<file path="src/cpm_pkg.sv">
// ----------------------------------------------------------------------------
// cpm_pkg
// Shared types and constants of the clause polarity merge block.
// ----------------------------------------------------------------------------
`default_nettype none

package cpm_pkg;

  // fixed field widths
  localparam int unsigned VAR_W = 16;
  localparam int unsigned IDX_W = 5;

  // target list of a load item
  typedef enum logic [1:0] {
    LST_APOS = 2'd0,
    LST_ANEG = 2'd1,
    LST_BPOS = 2'd2,
    LST_BNEG = 2'd3
  } list_e;

  // result status codes
  typedef enum logic [1:0] {
    STAT_NO_MERGE = 2'd0,
    STAT_MERGED   = 2'd1,
    STAT_OVERFLOW = 2'd2
  } status_e;

  // test sequencer states
  typedef enum logic [2:0] {
    S_IDLE,
    S_DECIDE,
    S_RD,
    S_CMP,
    S_FIN_RD,
    S_FIN_CMP
  } scan_state_e;

  // request from the load side to the test sequencer
  typedef struct packed {
    logic start;
    logic ovf;
  } scan_cmd_t;

  // result of one test
  typedef struct packed {
    logic               valid;
    status_e            status;
    logic [VAR_W-1:0]   rvar;
    logic               neg;
    logic [IDX_W-1:0]   idx;
  } scan_res_t;

endpackage

`default_nettype wire

</file>
<file path="src/cpm_list_mem.sv">
// ----------------------------------------------------------------------------
// cpm_list_mem
// Element store of the four lists: one write port, two registered read ports.
// ----------------------------------------------------------------------------
`default_nettype none

module cpm_list_mem
  import cpm_pkg::*;
#(
  parameter int unsigned DEPTH = 64,
  parameter int unsigned AW    = 6
) (
  input  wire logic             clk_i,
  input  wire logic             we_i,
  input  wire logic [AW-1:0]    waddr_i,
  input  wire logic [VAR_W-1:0] wdata_i,
  input  wire logic [AW-1:0]    raddr_a_i,
  input  wire logic [AW-1:0]    raddr_b_i,
  output logic      [VAR_W-1:0] rdata_a_o,
  output logic      [VAR_W-1:0] rdata_b_o
);

  logic [VAR_W-1:0] mem_q [DEPTH];

  // write port
  always_ff @(posedge clk_i) begin
    if (we_i) begin
      mem_q[waddr_i] <= wdata_i;
    end
  end

  // two read ports, data registered
  always_ff @(posedge clk_i) begin
    rdata_a_o <= mem_q[raddr_a_i];
    rdata_b_o <= mem_q[raddr_b_i];
  end

endmodule

`default_nettype wire

</file>
<file path="src/cpm_scan.sv">
// ----------------------------------------------------------------------------
// cpm_scan
// Test sequencer: walks list pairs with one shared equality comparator.
// ----------------------------------------------------------------------------
`default_nettype none

module cpm_scan
  import cpm_pkg::*;
#(
  parameter int unsigned MAX_LITS = 16,
  parameter int unsigned IW       = 5,
  parameter int unsigned AW       = 6
) (
  input  wire logic                  clk_i,
  input  wire logic                  rst_ni,
  input  wire scan_cmd_t             cmd_i,
  input  wire logic [3:0][IW-1:0]    cnt_i,
  input  wire logic [VAR_W-1:0]      rdata_a_i,
  input  wire logic [VAR_W-1:0]      rdata_b_i,
  output logic      [AW-1:0]         raddr_a_o,
  output logic      [AW-1:0]         raddr_b_o,
  output logic                       busy_o,
  output scan_res_t                  res_o
);

  localparam int unsigned CW = IW + 1;
  localparam logic [AW-1:0] MaxA = AW'(MAX_LITS);

  scan_state_e state_q, state_d;
  logic          pass_q, pass_d;
  logic          skip_q, skip_d;
  logic          dir_q, dir_d;
  logic [IW-1:0] i_q, i_d;
  logic [IW-1:0] at_q, at_d;
  logic [IW-1:0] x0_q, x0_d;
  logic [IW-1:0] x1_q, x1_d;

  list_e         lg, sh, fa_list, fb_list;
  logic [IW-1:0] fa_idx, fb_idx, n, at_fin, lg_idx;
  logic [CW-1:0] pa, na, pb, nb;
  logic          eq;
  logic [IW+IDX_W-1:0] idx_wide;

  function automatic logic [AW-1:0] addr_of(list_e l, logic [IW-1:0] idx);
    return AW'(l) * MaxA + AW'(idx);
  endfunction

  // list selection for the current pass and the final check
  always_comb begin
    if (dir_q) begin
      lg      = pass_q ? LST_ANEG : LST_BPOS;
      sh      = pass_q ? LST_BNEG : LST_APOS;
      fa_list = LST_ANEG;
      fa_idx  = x1_q;
      fb_list = LST_BPOS;
      fb_idx  = x0_q;
    end else begin
      lg      = pass_q ? LST_BNEG : LST_APOS;
      sh      = pass_q ? LST_ANEG : LST_BPOS;
      fa_list = LST_APOS;
      fa_idx  = x0_q;
      fb_list = LST_BNEG;
      fb_idx  = x1_q;
    end
  end

  assign n      = cnt_i[sh];
  assign lg_idx = IW'(i_q + IW'(skip_q));
  assign at_fin = skip_q ? at_q : i_q;
  assign eq     = (rdata_a_i == rdata_b_i);

  assign pa = CW'(cnt_i[LST_APOS]);
  assign na = CW'(cnt_i[LST_ANEG]);
  assign pb = CW'(cnt_i[LST_BPOS]);
  assign nb = CW'(cnt_i[LST_BNEG]);

  // removed index is reported in five bits
  assign idx_wide = {{IDX_W{1'b0}}, fa_idx};

  // read addresses
  always_comb begin
    if (state_q == S_FIN_RD) begin
      raddr_a_o = addr_of(fa_list, fa_idx);
      raddr_b_o = addr_of(fb_list, fb_idx);
    end else begin
      raddr_a_o = addr_of(lg, lg_idx);
      raddr_b_o = addr_of(sh, i_q);
    end
  end

  assign busy_o = (state_q != S_IDLE);

  // state register
  always_ff @(posedge clk_i or negedge rst_ni) begin
    if (!rst_ni) begin
      state_q <= S_IDLE;
      pass_q  <= 1'b0;
      skip_q  <= 1'b0;
      dir_q   <= 1'b0;
      i_q     <= '0;
      at_q    <= '0;
      x0_q    <= '0;
      x1_q    <= '0;
    end else begin
      state_q <= state_d;
      pass_q  <= pass_d;
      skip_q  <= skip_d;
      dir_q   <= dir_d;
      i_q     <= i_d;
      at_q    <= at_d;
      x0_q    <= x0_d;
      x1_q    <= x1_d;
    end
  end

  // next state and result
  always_comb begin
    state_d = state_q;
    pass_d  = pass_q;
    skip_d  = skip_q;
    dir_d   = dir_q;
    i_d     = i_q;
    at_d    = at_q;
    x0_d    = x0_q;
    x1_d    = x1_q;
    res_o   = '0;
    res_o.status = STAT_NO_MERGE;

    unique case (state_q)
      S_IDLE: begin
        if (cmd_i.start) begin
          state_d = S_DECIDE;
        end
      end

      // pick the polarity case from the list lengths
      S_DECIDE: begin
        pass_d = 1'b0;
        skip_d = 1'b0;
        i_d    = '0;
        priority if (cmd_i.ovf) begin
          res_o.valid  = 1'b1;
          res_o.status = STAT_OVERFLOW;
          state_d      = S_IDLE;
        end else if (pa + CW'(1) == pb && na == nb + CW'(1)) begin
          dir_d   = 1'b1;
          state_d = S_RD;
        end else if (pa == pb + CW'(1) && na + CW'(1) == nb) begin
          dir_d   = 1'b0;
          state_d = S_RD;
        end else begin
          res_o.valid = 1'b1;
          state_d     = S_IDLE;
        end
      end

      // present the next pair, or close the pass
      S_RD: begin
        if (i_q == n) begin
          if (!pass_q) begin
            x0_d   = at_fin;
            pass_d = 1'b1;
            skip_d = 1'b0;
            i_d    = '0;
          end else begin
            x1_d    = at_fin;
            state_d = S_FIN_RD;
          end
        end else begin
          state_d = S_CMP;
        end
      end

      // compare one pair; first mismatch marks the extra element
      S_CMP: begin
        priority if (eq) begin
          i_d     = IW'(i_q + IW'(1));
          state_d = S_RD;
        end else if (!skip_q) begin
          skip_d  = 1'b1;
          at_d    = i_q;
          state_d = S_RD;
        end else begin
          res_o.valid = 1'b1;
          state_d     = S_IDLE;
        end
      end

      S_FIN_RD: begin
        state_d = S_FIN_CMP;
      end

      // both extra elements must be the same variable
      S_FIN_CMP: begin
        res_o.valid = 1'b1;
        if (eq) begin
          res_o.status = STAT_MERGED;
          res_o.rvar   = rdata_a_i;
          res_o.neg    = dir_q;
          res_o.idx    = idx_wide[IDX_W-1:0];
        end
        state_d = S_IDLE;
      end

      default: begin
        state_d = S_IDLE;
      end
    endcase
  end

endmodule

`default_nettype wire

</file>
<file path="src/clause_polarity_merge.sv">
// ----------------------------------------------------------------------------
// clause_polarity_merge
// Loads two clauses and tests whether they merge on one opposite variable.
// ----------------------------------------------------------------------------
// Usage:
//   Command channel: an item is taken at a clock edge with start_i high and
//   busy_o low. Each item appends var_req_i to the list selected by op_i, or
//   sets the overflow flag if that list is full. An item with last_i high
//   also starts the merge test.
//   Result channel: done_o is high for one cycle with status_o,
//   removed_var_o, removed_from_neg_o and removed_index_o; it is produced
//   only for last items. The receiver cannot stall; done_o drops after that
//   cycle, and the other result outputs hold until the next result.
//   Timing: load items are taken one per cycle while busy_o is low. After a
//   last item busy_o is high while one sequencer walks the lists with a
//   single comparator over a two-read-port element memory, reading and then
//   comparing each pair; an overflow or a length mismatch skips the scan.
//   After the strobe all counts and the overflow flag are clear and a new
//   clause pair can be loaded; the strobe cycle itself may take an item.
//   Reset: clears counts, the overflow flag and the sequencer; the element
//   memory is not cleared, as only loaded entries are read.
// ----------------------------------------------------------------------------
`default_nettype none

module clause_polarity_merge
  import cpm_pkg::*;
#(
  parameter int unsigned MAX_LITS = 16
) (
  input  wire logic             clk_i,
  input  wire logic             rst_ni,
  input  wire logic             start_i,
  output logic                  busy_o,
  input  wire logic [1:0]       op_i,
  input  wire logic [VAR_W-1:0] var_req_i,
  input  wire logic             last_i,
  output logic                  done_o,
  output logic [1:0]            status_o,
  output logic [VAR_W-1:0]      removed_var_o,
  output logic                  removed_from_neg_o,
  output logic [IDX_W-1:0]      removed_index_o
);

  localparam int unsigned IW    = $clog2(MAX_LITS + 1);
  localparam int unsigned DEPTH = 4 * MAX_LITS;
  localparam int unsigned AW    = $clog2(DEPTH);
  localparam logic [AW-1:0] MaxA = AW'(MAX_LITS);
  localparam logic [IW-1:0] MaxI = IW'(MAX_LITS);

  logic [3:0][IW-1:0] cnt_q, cnt_d;
  logic               ovf_q, ovf_d;
  logic               accept;
  logic               room;
  logic [IW-1:0]      cur_cnt;
  logic               we;
  logic [AW-1:0]      waddr;
  logic [AW-1:0]      raddr_a, raddr_b;
  logic [VAR_W-1:0]   rdata_a, rdata_b;
  logic               scan_busy;
  scan_cmd_t          cmd;
  scan_res_t          res;

  logic               done_q;
  logic [1:0]         status_q;
  logic [VAR_W-1:0]   rvar_q;
  logic               neg_q;
  logic [IDX_W-1:0]   idx_q;

  assign busy_o  = scan_busy;
  assign accept  = start_i & ~scan_busy;
  assign cur_cnt = cnt_q[op_i];
  assign room    = (cur_cnt < MaxI);
  assign we      = accept & room;
  assign waddr   = AW'(op_i) * MaxA + AW'(cur_cnt);

  // load counts and overflow flag
  always_comb begin
    cnt_d = cnt_q;
    ovf_d = ovf_q;
    if (res.valid) begin
      cnt_d = '0;
      ovf_d = 1'b0;
    end else if (accept) begin
      if (room) begin
        cnt_d[op_i] = IW'(cur_cnt + IW'(1));
      end else begin
        ovf_d = 1'b1;
      end
    end
  end

  always_ff @(posedge clk_i or negedge rst_ni) begin
    if (!rst_ni) begin
      cnt_q <= '0;
      ovf_q <= 1'b0;
    end else begin
      cnt_q <= cnt_d;
      ovf_q <= ovf_d;
    end
  end

  assign cmd.start = accept & last_i;
  assign cmd.ovf   = ovf_q;

  // element memory
  cpm_list_mem #(
    .DEPTH (DEPTH),
    .AW    (AW)
  ) u_mem (
    .clk_i     (clk_i),
    .we_i      (we),
    .waddr_i   (waddr),
    .wdata_i   (var_req_i),
    .raddr_a_i (raddr_a),
    .raddr_b_i (raddr_b),
    .rdata_a_o (rdata_a),
    .rdata_b_o (rdata_b)
  );

  // test sequencer
  cpm_scan #(
    .MAX_LITS (MAX_LITS),
    .IW       (IW),
    .AW       (AW)
  ) u_scan (
    .clk_i     (clk_i),
    .rst_ni    (rst_ni),
    .cmd_i     (cmd),
    .cnt_i     (cnt_q),
    .rdata_a_i (rdata_a),
    .rdata_b_i (rdata_b),
    .raddr_a_o (raddr_a),
    .raddr_b_o (raddr_b),
    .busy_o    (scan_busy),
    .res_o     (res)
  );

  // output register, strobe
  always_ff @(posedge clk_i or negedge rst_ni) begin
    if (!rst_ni) begin
      done_q <= 1'b0;
    end else begin
      done_q <= res.valid;
    end
  end

  // output register, payload
  always_ff @(posedge clk_i) begin
    if (res.valid) begin
      status_q <= res.status;
      rvar_q   <= res.rvar;
      neg_q    <= res.neg;
      idx_q    <= res.idx;
    end
  end

  assign done_o             = done_q;
  assign status_o           = status_q;
  assign removed_var_o      = rvar_q;
  assign removed_from_neg_o = neg_q;
  assign removed_index_o    = idx_q;

  // a last item always starts the test
  a_last_busy: assert property (@(posedge clk_i) disable iff (!rst_ni)
    (start_i && !busy_o && last_i) |=> busy_o)
    else $error("test did not start after last item");

  // the strobe comes with the sequencer back in idle and lists cleared
  a_done_clear: assert property (@(posedge clk_i) disable iff (!rst_ni)
    done_o |-> (!busy_o && cnt_q == '0 && !ovf_q))
    else $error("lists not cleared at result");

  // non-merge results carry zero fields
  a_zero_fields: assert property (@(posedge clk_i) disable iff (!rst_ni)
    (done_o && status_o != STAT_MERGED) |->
      (removed_var_o == '0 && !removed_from_neg_o && removed_index_o == '0))
    else $error("non-merge result has nonzero fields");

  // the status code is never the unused one
  a_status_code: assert property (@(posedge clk_i) disable iff (!rst_ni)
    done_o |-> (status_o == STAT_NO_MERGE || status_o == STAT_MERGED ||
                status_o == STAT_OVERFLOW))
    else $error("bad status code");

endmodule

`default_nettype wire
</file>
<file path="config.mk">
export PLATFORM = sky130hd
export DESIGN_NAME = clause_polarity_merge
export DESIGN_NICKNAME = d
export VERILOG_FILES = /design/src/cpm_pkg.sv /design/src/cpm_list_mem.sv /design/src/cpm_scan.sv /design/src/clause_polarity_merge.sv
export SDC_FILE = /design/constraint.sdc
export NUM_CORES = 2
export LEC_CHECK = 0
export ABC_AREA = 1
export BUFFER_PORTS_ARGS = -buffer_cell sky130_fd_sc_hd__clkbuf_2
export CELL_PAD_IN_SITES_DETAIL_PLACEMENT = 2
export CELL_PAD_IN_SITES_GLOBAL_PLACEMENT = 2
export CORE_ASPECT_RATIO = 0.8
export CORE_UTILIZATION = 36
export DETAILED_ROUTE_END_ITERATION = 16
export PLACE_DENSITY_LB_ADDON = 0.1
export SETUP_SLACK_MARGIN = 0.02
export SYNTH_ARGS = -nofsm -noshare
export SYNTH_HDL_FRONTEND = slang
export SYNTH_SLANG_ARGS = --single-unit
</file>
<file path="constraint.sdc">
create_clock -name clk_i -period 2.8 [get_ports clk_i]
set_input_delay 0.14 -clock clk_i [delete_from_list [all_inputs] [get_ports clk_i]]
set_output_delay 0.14 -clock clk_i [all_outputs]
set_load 0.01 [all_outputs]
</file>
==> flow_metrics.py <==
metrics = {
    "clock_network": {
        "clkSinkCount": 1128,
        "htreeDepth": 4,
        "insertion_delay_ns": 0.80,
        "cts_tree": "built",
        "clk_pin_slew_ns": 0.06,
        "cts_root_buffer": "clkbuf_16",
        "cts_made_buffers": 135,
        "clock_path_buffers": 3,
    },
    "sta": {
        "post-route-period-util_pct": 102,
        "hold_ws_ns": 0.0218,
        "setup_viol": 7,
        "max_slew.worst_pin.slew_ns": 1.48,
        "hold_violations": 0,
        "setup_slack_ns": -0.0700,
        "max_slew_margin_pct": 1.05,
        "clock_skew_ns": 0.0338,
        "rsz0062_at_grt": "true",
        "fmaxAchievable_mhz": 348,
        "final_max_slew_viol_count": 0,
        "min_period_ns": 2.87,
        "fin_tns_setup_ns": -0.241,
    },
    "die": {
        "die_height_um": 370,
        "die_area_mm2": 0.171,
        "coreArea_mm2": 0.167,
        "start_util_pct": 36.3,
        "core.rowCount": 134,
        "io_pins": 48,
        "die_w_um": 461,
    },
    "route": {
        "avgViaCountPerCell": 5.93,
        "via_count": 60100,
        "drt_pass1_iterations": 6,
        "ant_nets": 0,
        "drt-initial-drc-count": 6515,
        "wl_mm": 325,
        "wl_per_cell_um": 32.1,
        "route.detailed.drc": 0,
    },
    "finish": {
        "drive_above_1_share_pct": 15.6,
        "finish.net_count": 7827,
        "nFillCells": 18000,
        "syn_to_final_growth_pct": 26.2,
        "stdcell_count": 10200,
    },
    "critical_path": {
        "reg2reg_depth": 13,
        "cp-end-kind": "flip-flop",
        "arrival_ns": 3.55,
        "crit_type": "reg2reg",
        "reg2reg_slack_ns": -0.07,
        "cp-start-kind": "flip-flop",
        "r2r-end": "u_mem.rdata_b_o[6]",
        "critPathMaxFanout": 40,
        "crit_required_ns": 3.48,
        "r2r_start": "u_scan.state_q[0]",
    },
    "synthesis": {
        "ys_warn_count": 0,
        "syn_area_mm2": 0.0608,
        "ys_ff_latch": 1128,
        "syn_avg_cell_area_um2": 8.24,
        "synth_cells": 7381,
        "ys_seq_area_share_pct": 54.8,
        "synth_cell_types": 33,
        "syn_nets": 7414,
    },
    "grt": {
        "grt_usage_pct": 36.5,
        "grt_pass1_wl_mm": 448,
        "antenna_found_initial": 17,
        "grt_overflow": 0,
        "grt_pass1_vias": 62400,
        "grt_max_degree": 65,
    },
    "pwr": {
        "p_per_area_mw_per_mm2": 903,
        "ir_worst_vdd_uv": 737,
        "leakage_nw": 33.2,
    },
    "placed_design": {
        "port_buffers": 47,
        "place.gp.congestion": 0.920,
        "place_ws_ns": -0.374,
        "dp_hpwl_mm": 207,
        "placed_cells": 9791,
    },
    "run_status": {
        "violations": "negative setup slack",
        "outcome": "finished, violations left",
    },
    "worst_hold_path": {
        "hold_class": "in2async",
    },
    "flow_run": {
        "cap_violations": 0,
    },
}
[worst max-delay path, stage by stage (launching register included)]
cell	delay, ns
dfrtp_1	0.40
inv_2	0.14
nand3_4	0.21
buf_4	0.23
nand2_4	0.17
buf_16	0.36
buf_4	0.24
nand3_1	0.08
nand3_1	0.08
nand3_1	0.10
nand3_1	0.29
nand3_2	0.23
nand3_1	0.14
nand2_1	0.05
[how the worst max path moves through the flow]
| stage | startpoint | slack (ns) | cells past startpoint | end |
|---|---|---|---|---|
| floorplan | u_scan.state_q[0] | 0.08 | 9 | u_mem.mem_q[0][0] |
| global placement | u_scan.state_q[1] | -0.26 | 15 | u_mem.rdata_b_o[9] |
| detailed placement | u_scan.state_q[0] | -0.37 | 15 | u_mem.rdata_b_o[9] |
| CTS | u_scan.state_q[0] | -0.02 | 13 | u_mem.rdata_b_o[13] |
| global route | u_scan.state_q[0] | -0.13 | 13 | u_mem.rdata_b_o[6] |
| finish | u_scan.state_q[0] | -0.07 | 13 | u_mem.rdata_b_o[6] |
[power by group]
part / leakage [nW] / switching [mW] / internal [mW]
Combinational: 20.8 / 21.1 / 10.6
Clock: 2.08 / 7.79 / 10.2
Sequential: 10.4 / 0.558 / 19.1
[sequential cells by signal (all words and copies together) (netlist names), 16 cells and up]
| signal | cells |
|---|---|
| removed_var_o | 16 |
| u_mem.mem_q | 1024 |
| cnt_q | 20 |
| u_mem.rdata_b_o | 16 |
| u_mem.rdata_a_o | 16 |
[synth_stat cells (all sizes together)]
library cell  number  area (um2)
o21ai             50         258
inv             1137        4270
xor2              20         175
nand4             18         113
a22oi              5        37.5
nand2           1961        7390
nand3           2342       11700
xnor2             22         193
dfrtp             48        1200
edfxtp          1048       31500
a21boi             1        7.51
ha                11         138
nor3               6        30.0
buf              375        1930
o22ai              8        50.1
a21oi             18        93.8
o21a               1        7.51
nor4               1        6.26
nor2             163         627
clkbuf           113         424
or2                1        6.26
dfxtp             32         641
[final cells by class]
cell class / instances / area, um2 / share of cell area (%)
inverters: 1137 / 4300 / 5.61
multi-input cells: 4628 / 22500 / 29.3
well taps: 2244 / 2810 / 3.66
clock buffers: 183 / 3730 / 4.86
flip-flops and latches: 1128 / 33300 / 43.4
clock inverters: 62 / 574 / 0.748
diodes: 4 / 10.0 / 0.0130
repair buffers: 764 / 9490 / 12.4
[what timing repair did]
item / in CTS / in global routing
gates cloned: 11 / 24
resized for setup: 153 / 197
hold buffers: 9 / 0
pin swaps: 6 / 17
setup endpoints to repair: 918 / 124
hold endpoints to repair: 146 / 0
buffers inserted: 21 / 48
[logic make-up after synthesis]
kind of cell / after synthesis / share of synthesized area, %
and+or+nand+nor: 4492 / 32.7
buffers and inverters: 1625 / 10.9
DFF: 1128 / 54.8
AOI/OAI and AO/OA: 83 / 0.747
xor gates and xnor gates: 42 / 0.605
adders and majority gates: 11 / 0.226
[per-stage QoR]
stage          total power [mW]  instance area, um2  util [%]
3_5_place_dp               46.6               68800      41.1
6_report                   69.3               76700      45.9
4_1_cts                    65.9               74600      44.6
3_3_place_gp               45.9               68800      41.1
2_1_floorplan              32.9               60800         -
5_1_grt                    71.0               76700      45.9
[metal layers]
metal	wire length, um	vias up	global-route usage [%]
li1	-	25200	-
met1	135000	31400	49.3
met2	147000	2948	57.1
met3	27900	635	5.98
met4	14600	12	16.5
met5	72	-	0
[placed cells by master (no fill, tap or decap), drive strengths merged, types with 20 or more instances in the layout]
master     n
nand3   2342
nand2   1961
inv     1139
edfxtp  1048
buf      678
clkbuf   252
nor2     163
o21ai     50
dfrtp     48
clkinv    46
dfxtp     32
xnor2     22
xor2      20
No activity file was read; power rests on OpenSTA's default activity.
